## config.mk

```make
export PLATFORM = sky130hd
export DESIGN_NAME = content_range_header_parser_core
export DESIGN_NICKNAME = d
export VERILOG_FILES = /design/src/rtl/crh_pkg.sv /design/src/rtl/crh_acc.sv /design/src/rtl/crh_parser.sv /design/src/rtl/content_range_header_parser_core.sv
export SDC_FILE = /design/constraint.sdc
export NUM_CORES = 1
export LEC_CHECK = 0
export ABC_CLOCK_PERIOD_IN_PS = 5400
export BUFFER_PORTS_ARGS = -buffer_cell sky130_fd_sc_hd__buf_2
export CAP_MARGIN = 10
export CORE_MARGIN = 2
export CORE_UTILIZATION = 61
export DETAILED_ROUTE_END_ITERATION = 10
export PLACE_DENSITY = 0.81
export SETUP_SLACK_MARGIN = 0.2
export SYNTH_ARGS = -nofsm -noshare
export SYNTH_HDL_FRONTEND = slang
export SYNTH_SLANG_ARGS = --single-unit
```

## constraint.sdc

```tcl
create_clock -name i_clk -period 5.4 [get_ports i_clk]
set_input_delay 0.27 -clock i_clk [delete_from_list [all_inputs] [get_ports i_clk]]
set_output_delay 0.27 -clock i_clk [all_outputs]
set_load 0.01 [all_outputs]
```

## src/rtl/crh_pkg.sv

```systemverilog
// shared types and constants for the content-range header parser
// no dependencies; every rtl file refers to this package by scoped names

package crh_pkg;

    localparam int VALUE_WIDTH = 40;

    localparam logic [VALUE_WIDTH-1:0] SENTINEL = {VALUE_WIDTH{1'b1}};
    localparam logic [VALUE_WIDTH-1:0] SAT_MAX  = SENTINEL - VALUE_WIDTH'(1);

    localparam logic [7:0] CH_SLASH = 8'h2F;
    localparam logic [7:0] CH_DASH  = 8'h2D;
    localparam logic [7:0] CH_STAR  = 8'h2A;
    localparam logic [7:0] CH_SPACE = 8'h20;
    localparam logic [7:0] CH_TAB   = 8'h09;
    localparam logic [7:0] CH_CR    = 8'h0D;
    localparam logic [7:0] CH_ZERO  = 8'h30;
    localparam logic [7:0] CH_NINE  = 8'h39;

    localparam logic [1:0] SLASH_NONE = 2'd0;
    localparam logic [1:0] SLASH_ONE  = 2'd1;
    localparam logic [1:0] SLASH_MANY = 2'd2;

    typedef enum logic [1:0] {
        TP_SKIP_WS = 2'd0,
        TP_DIGITS  = 2'd1,
        TP_STOPPED = 2'd2
    } t_total_phase;

    typedef struct packed {
        logic [7:0] char_byte;
        logic       is_last;
    } t_in_item;

    typedef struct packed {
        logic [VALUE_WIDTH-1:0] first_pos;
        logic [VALUE_WIDTH-1:0] last_pos;
        logic [VALUE_WIDTH-1:0] total_len;
        logic                   format_error;
    } t_out_item;

endpackage

```

## src/rtl/crh_acc.sv

```systemverilog
// decimal accumulate step: acc * 10 + digit, saturating one below all ones
// depends on crh_pkg

module crh_acc (
    input  logic [crh_pkg::VALUE_WIDTH-1:0] i_acc,
    input  logic [3:0]                      i_digit,
    output logic [crh_pkg::VALUE_WIDTH-1:0] o_acc
);

    localparam int WW = crh_pkg::VALUE_WIDTH + 4;

    logic [WW-1:0] wide;
    logic [WW-1:0] acc_ext;

    // times ten as shift-and-add, fits since acc never exceeds the sentinel
    assign acc_ext = WW'(i_acc);
    assign wide    = (acc_ext << 3) + (acc_ext << 1) + WW'(i_digit);
    assign o_acc   = (wide > WW'(crh_pkg::SAT_MAX)) ? crh_pkg::SAT_MAX
                                                    : wide[crh_pkg::VALUE_WIDTH-1:0];

endmodule

```

## src/rtl/crh_parser.sv

```systemverilog
// parse state registers, per-byte next-state logic and result formation
// depends on crh_pkg and crh_acc

module crh_parser (
    input  logic              i_clk,
    input  logic              i_rst_n,
    input  logic              i_step,
    input  crh_pkg::t_in_item i_item,
    output crh_pkg::t_out_item o_result
);

    localparam int VW = crh_pkg::VALUE_WIDTH;

    logic [1:0]            r_slash_count, n_slash_count;
    logic                  r_dash_seen, n_dash_seen;
    logic [VW-1:0]         r_begin_value, n_begin_value;
    logic [VW-1:0]         r_digit_accum, n_digit_accum;
    logic                  r_digits_present, n_digits_present;
    crh_pkg::t_total_phase r_total_phase, n_total_phase;
    logic [VW-1:0]         r_total_accum, n_total_accum;
    logic                  r_star_only, n_star_only;

    logic [7:0]    c;
    logic          is_digit;
    logic          is_ws;
    logic [3:0]    digit_val;
    logic [VW-1:0] range_acc;
    logic [VW-1:0] total_acc;
    logic [VW-1:0] num;

    assign c         = i_item.char_byte;
    assign is_digit  = (c >= crh_pkg::CH_ZERO) && (c <= crh_pkg::CH_NINE);
    assign is_ws     = (c == crh_pkg::CH_SPACE) ||
                       ((c >= crh_pkg::CH_TAB) && (c <= crh_pkg::CH_CR));
    assign digit_val = c[3:0];

    crh_acc u_range_acc (
        .i_acc   (r_digit_accum),
        .i_digit (digit_val),
        .o_acc   (range_acc)
    );

    crh_acc u_total_acc (
        .i_acc   (r_total_accum),
        .i_digit (digit_val),
        .o_acc   (total_acc)
    );

    always_comb begin
        n_slash_count    = r_slash_count;
        n_dash_seen      = r_dash_seen;
        n_begin_value    = r_begin_value;
        n_digit_accum    = r_digit_accum;
        n_digits_present = r_digits_present;
        n_total_phase    = r_total_phase;
        n_total_accum    = r_total_accum;
        n_star_only      = r_star_only;

        if (c == crh_pkg::CH_SLASH) begin
            if (r_slash_count != crh_pkg::SLASH_MANY) begin
                n_slash_count = r_slash_count + 2'd1;
            end
        end else if (r_slash_count == crh_pkg::SLASH_NONE) begin
            if (is_digit) begin
                n_digit_accum    = range_acc;
                n_digits_present = 1'b1;
            end else if (c == crh_pkg::CH_DASH && !r_dash_seen) begin
                n_begin_value    = r_digits_present ? r_digit_accum : crh_pkg::SENTINEL;
                n_dash_seen      = 1'b1;
                n_digit_accum    = '0;
                n_digits_present = 1'b0;
            end
        end else if (r_slash_count == crh_pkg::SLASH_ONE) begin
            if (!is_ws) begin
                // anything after a lone star turns the total into zero
                if (r_star_only) begin
                    n_star_only = 1'b0;
                end else if (r_total_phase == crh_pkg::TP_SKIP_WS &&
                             c == crh_pkg::CH_STAR) begin
                    n_star_only   = 1'b1;
                    n_total_phase = crh_pkg::TP_STOPPED;
                end else if (r_total_phase != crh_pkg::TP_STOPPED && is_digit) begin
                    n_total_accum = total_acc;
                    n_total_phase = crh_pkg::TP_DIGITS;
                end else begin
                    n_total_phase = crh_pkg::TP_STOPPED;
                end
            end else if (r_total_phase == crh_pkg::TP_DIGITS) begin
                n_total_phase = crh_pkg::TP_STOPPED;
            end
        end
    end

    // result reflects the state after the final byte
    always_comb begin
        num = n_digits_present ? n_digit_accum : crh_pkg::SENTINEL;
        if (n_slash_count != crh_pkg::SLASH_ONE) begin
            o_result.first_pos    = crh_pkg::SENTINEL;
            o_result.last_pos     = crh_pkg::SENTINEL;
            o_result.total_len    = crh_pkg::SENTINEL;
            o_result.format_error = 1'b1;
        end else begin
            o_result.first_pos    = n_dash_seen ? n_begin_value : num;
            o_result.last_pos     = n_dash_seen ? num : crh_pkg::SENTINEL;
            o_result.total_len    = n_star_only ? crh_pkg::SENTINEL : n_total_accum;
            o_result.format_error = 1'b0;
        end
    end

    always_ff @(posedge i_clk) begin
        if (!i_rst_n || (i_step && i_item.is_last)) begin
            r_slash_count    <= crh_pkg::SLASH_NONE;
            r_dash_seen      <= 1'b0;
            r_begin_value    <= crh_pkg::SENTINEL;
            r_digit_accum    <= '0;
            r_digits_present <= 1'b0;
            r_total_phase    <= crh_pkg::TP_SKIP_WS;
            r_total_accum    <= '0;
            r_star_only      <= 1'b0;
        end else if (i_step) begin
            r_slash_count    <= n_slash_count;
            r_dash_seen      <= n_dash_seen;
            r_begin_value    <= n_begin_value;
            r_digit_accum    <= n_digit_accum;
            r_digits_present <= n_digits_present;
            r_total_phase    <= n_total_phase;
            r_total_accum    <= n_total_accum;
            r_star_only      <= n_star_only;
        end
    end

endmodule

```

## src/rtl/content_range_header_parser_core.sv

```systemverilog
// Content-Range value parser, top level: input register, parser, result register.
// One byte is taken per cycle and one byte is processed per cycle while the input
// is not stalled; a result goes from the input register into the result register.
// The decimal accumulates (times ten plus digit, saturating) are loops in the
// parser stage, one step per byte. The input stalls only when a last byte
// waits for a result register that holds an untaken result.
// Depends on crh_pkg, crh_parser and crh_acc.

module content_range_header_parser_core (
    input  logic               i_clk,
    input  logic               i_rst_n,
    input  logic               i_in_valid,
    output logic               o_in_stall,
    input  crh_pkg::t_in_item  i_in_data,
    output logic               o_out_valid,
    input  logic               i_out_stall,
    output crh_pkg::t_out_item o_out_data
);

    logic               r_in_valid;
    crh_pkg::t_in_item  r_in;
    logic               r_out_valid;
    crh_pkg::t_out_item r_out;
    crh_pkg::t_out_item result;
    logic               step;
    logic               in_xfer;

    // a non-last byte never needs the result register
    assign step = r_in_valid && (!r_in.is_last || !r_out_valid || !i_out_stall);

    assign o_in_stall  = r_in_valid && !step;
    assign in_xfer     = i_in_valid && !o_in_stall;
    assign o_out_valid = r_out_valid;
    assign o_out_data  = r_out;

    crh_parser u_parser (
        .i_clk    (i_clk),
        .i_rst_n  (i_rst_n),
        .i_step   (step),
        .i_item   (r_in),
        .o_result (result)
    );

    always_ff @(posedge i_clk) begin
        if (!i_rst_n) begin
            r_in_valid <= 1'b0;
        end else if (in_xfer) begin
            r_in_valid <= 1'b1;
        end else if (step) begin
            r_in_valid <= 1'b0;
        end
    end

    always_ff @(posedge i_clk) begin
        if (in_xfer) begin
            r_in <= i_in_data;
        end
    end

    always_ff @(posedge i_clk) begin
        if (!i_rst_n) begin
            r_out_valid <= 1'b0;
        end else if (step && r_in.is_last) begin
            r_out_valid <= 1'b1;
        end else if (!i_out_stall) begin
            r_out_valid <= 1'b0;
        end
    end

    always_ff @(posedge i_clk) begin
        if (step && r_in.is_last) begin
            r_out <= result;
        end
    end

endmodule

```

==> results list <==
- Yosys printed 0 warnings.
* Initial antenna violation count: 1
- Number of primary I/O pins: 136
* Number of nets produced by synthesis: 2059
- Combinational logic burns 2.3% of the power.
- Of the total synthesized cell area, the portion taken by AND, OR, NAND and NOR gates is 18.7%.
- Register-to-register setup slack: 0.60 ns
- In this run the cell area of the synthesized design comes to 16700 um2.
- Vert. Die Dim: 169 um
- The kind of cell with the highest combined delay along the critical path is compound AO/OA/AOI/OAI gates.
- Number of input and output port buffers inserted: 135
- Number of placement rows: 60
- Ranked by total cell area, the synthesized netlist is headed by sky130_fd_sc_hd__edfxtp_1, sky130_fd_sc_hd__dfxtp_1, sky130_fd_sc_hd__ha_1.
- Once the clock tree was built, the resizer swapped 0 gates to a different size.
- CP Launch Point: r_in[4]
- Mean area per synthesized cell: 8.87 um2
- The tree is rooted in a sky130_fd_sc_hd__clkbuf_16.
- Mux contribution to synthesized area: 0.0600%
- The synthesized design contains 259 register bits.
- Area delta synth->final: 11.0%
- In this run, flip-flops and latches consume 52.2% of the power.
- Setup violations remaining at the end of the flow were counted as 0.
* Cell area after layout: 18500 um2
- The worst register-to-register path begins at r_in[4].
- TritonCTS clock tree: built
- Transition time at the pin with the least slew margin: 1.18 ns
- Area fraction in compound gates after synthesis: 22.5%
* Worst-Skew Late Latency: 0.56 ns
* Total power: 3.97 mW
- The first global-routing pass estimated 75500 um of wire.
- For this design the static power due to leakage is 7.27 nW.
* Worst Setup Path Type: reg -> reg
* Count of flip-flops with a built-in enable after synthesis: 130
* Max frequency: 209 MHz
- The worst register-to-register path ends at o_out_data[5].
- RSZ-0062 raised after global routing: no
- Routed length per placed instance: 20.6 um
- Critical path capture point type: flop
* Result of the run: complete, no violations
- Adding up every negative setup slack in the final design gives 0 ns.
- Dividing total power by cell area gives a power density of 214 nW/um2.
* Via count of the first global-routing pass: 13900
* Clock sink total: 259
- Worst setup path endpoint: o_out_data[5]
- Number of buffers added by the clock tree synthesis step: 27
- Max stage delay cell, worst path: sky130_fd_sc_hd__fa_1
* Tot GR Track Use: 32.9%
- Critical path depth in cells: 15
* Placeable core region: 26900 um2
- Max_slew headroom: 21.2%
- The repair_antennas step left the layout with diodes totalling 0.
- In this design, the stage delay of the slowest critical-path cell is 0.55 ns.
* Clock input transition at the sequential cells of the worst setup and hold paths: 0.06 ns
- Final Max Tran Viols: 0
* H-tree lvl count: 1
- The synthesized design spends more area on one cell type than any other, namely sky130_fd_sc_hd__edfxtp_1.
* Count of endpoints failing hold in the final timing report: 0
- Post-CTS timing repair inserted 0 buffers for setup.
- Number of nets with antenna violations after detailed routing: 0
- Together, buffers and inverters on the worst path number 2.
- Cell internal power was estimated by the tool at 3.09 mW.
* Overall routed net length: 48200 um
* List of cells traversed by the critical path: fa_1, ha_1, a21o_1, nand4_1, a2111oi_2, buf_4, o21ai_1, a211oi_1, a21oi_1, o41ai_2, xnor2_1, nand3_2, buf_4, nor2_2, a21oi_1
- For this run the aggregate overflow at the end of global routing stands at 0.
* Period utilisation layout: 88.8%
* GPL Wtd Cong: 0.973
- Across the VDD grid, the largest voltage drop is 0.215 mV.
* Arrival time at the worst endpoint: 5.08 ns
* Dpl cells: 2276
- For this run, design rule violations remaining after detail routing come to 0.
- The clock network burns 45.6% of the power.
- Of the total synthesized cell area, the portion taken by full adders, half adders and majority gates is 12.6%.
- Placed inst area: 17600 um2
* Detail-routed via count per cell: 6.43
- Max cap viols: 0
* Final Non-Filler Cells: 2336
- The initial utilization of the core area, before any placement, comes to 62.1%.
- Number of library cell types mapped by synthesis: 78
- Post-Synthesis Cells: 1881
* Number of optimization iterations in the first detailed-route pass: 6
- Maximum number of pins on one net before global-route repair: 90
- The clock arrives with 0.0256 ns of skew.
- For the worst setup path, the data required time is 5.68 ns.
- In this run switching power makes up 22.2% of total power.
- Post-detail-place hpwl: 34400 um
- Counting the fill cells in the layout gives 2173.
- Among all cell types in the netlist, the one instantiated most often is sky130_fd_sc_hd__nand2_1.
- The worst setup path is launched from a flop.
* Number of nets in the final layout: 2153
- Of all nets on the critical path, the largest fanout is 42.
* Die area: 28700 um2
- Dominant synthesized flop cell: sky130_fd_sc_hd__edfxtp_1
- Ranked by instance count, the synthesized netlist is headed by sky130_fd_sc_hd__nand2_1, sky130_fd_sc_hd__ha_1, sky130_fd_sc_hd__o21ai_0.
- For this run, asynchronously set or reset flops after synthesis account for 0%.
* Top-area cell type share of the netlist area: 23.4%
- After Yosys synthesis, XOR and XNOR cells account for 3.94% of the synthesized area.
- The worst path in the final design needs a cycle of 4.80 ns, including I/O delays and setup.
* Die extent in x: 169 um
* Detailed router's first-iteration violation count: 1569
- The tightest min-delay check is of the in -> reg type.
- The worst register-to-register path has a depth of 15.
* Switch Pwr: 0.880 mW
- Ratio of cells with drive above 1 in the final layout: 12.4%
- In this run, post-CTS hold repair placed 11 buffers.
* Combinational family with the most area after synthesis: compound AO/OA/AOI/OAI gates
- The clock passes through at most 3 buffers.
- Routed vias: 15000
* Proportion of synthesized chip area in sequential cells: 38.9%
[metrics by stage]
step / hold WS (ns) / util [%] / setup slack [ns]
floorplan: 0.369 / - / 1.17
global placement: 0.446 / 65.4 / 0.826
detailed placement: 0.448 / 65.4 / 0.720
CTS: 0.0123 / 68.9 / 0.695
global route: 0.0894 / 68.9 / 0.378
finish: 0.0675 / 68.9 / 0.605
[cells by family after synthesis]
logic type | Yosys count
AO/OA/AOI/OAI | 569
XOR/XNOR | 75
adder cells (fa/ha/maj) | 165
buffers and inverters | 138
flip-flops | 259
multiplexers | 1
AND/OR/NAND/NOR | 674
[power by group through the flow]
stage | sequential [mW] | clock (mW) | combinational (mW)
global route | 2.07 | 1.89 | 0.0965
floorplan | 2.11 | 0 | 0.0533
CTS | 2.07 | 1.82 | 0.0886
detailed placement | 2.11 | 0 | 0.0816
global placement | 2.11 | 0 | 0.0787
finish | 2.07 | 1.81 | 0.0897
[worst min-delay path, stage by stage]
cell,delay (ns)
sky130_fd_sc_hd__buf_2,0.17
sky130_fd_sc_hd__nand3_1,0.09
sky130_fd_sc_hd__o41ai_1,0.06
[layout by cell type, fill, tap and decap left out, types with 34 or more instances in the layout]
cell type	n
sky130_fd_sc_hd__nand2_1	288
sky130_fd_sc_hd__ha_1	161
sky130_fd_sc_hd__o21ai_0	138
sky130_fd_sc_hd__buf_2	135
sky130_fd_sc_hd__edfxtp_1	130
sky130_fd_sc_hd__dfxtp_1	129
sky130_fd_sc_hd__nor2_1	128
sky130_fd_sc_hd__a22oi_1	117
sky130_fd_sc_hd__a21oi_1	114
sky130_fd_sc_hd__nor3_1	50
sky130_fd_sc_hd__nor2b_1	49
sky130_fd_sc_hd__xnor2_1	47
sky130_fd_sc_hd__o211ai_1	46
sky130_fd_sc_hd__nand4_1	34
[cell type report]
class / instances / area, um2 / share of cell area (%)
clock inverter: 12 / 110 / 0.594
timing repair buffer: 175 / 1000 / 5.42
sequential: 259 / 6490 / 35.0
multi-input combinational: 1484 / 9660 / 52.1
clock buffer: 37 / 733 / 3.96
tap: 341 / 427 / 2.30
inverter: 28 / 108 / 0.581
[worst min-delay path by stage]
stage,startpoint,to,cells past startpoint,slack [ns]
after floorplan,i_in_data[0],r_in[0],0,0.37
after CTS,i_out_stall,o_out_valid,3,0.01
after global routing,i_rst_n,u_parser.r_total_accum[33],3,0.09
final,i_rst_n,u_parser.r_total_accum[33],3,0.07
after global placement,i_in_data[0],r_in[0],1,0.45
after detailed placement,i_in_data[8],r_in[8],1,0.45
[registers in the layout (all words and copies together) (netlist names), 2 cells and up]
| register | count |
|---|---|
| o_out_data | 121 |
| u_parser.r_begin_value | 40 |
| u_parser.r_digit_accum | 40 |
| u_parser.r_total_accum | 40 |
| r_in | 9 |
| u_parser.r_slash_count | 2 |
| u_parser.r_total_phase | 2 |
[routing by layer]
metal  global-route usage, %  vias to the layer above  wire length, um
li1                        -                     7148                -
met1                    49.7                     7074            22200
met2                    49.2                      713            20600
met3                    4.50                       78             4180
met4                    9.22                        0             1260
met5                       0                        -                0
(Power assumes the default switching activity.)
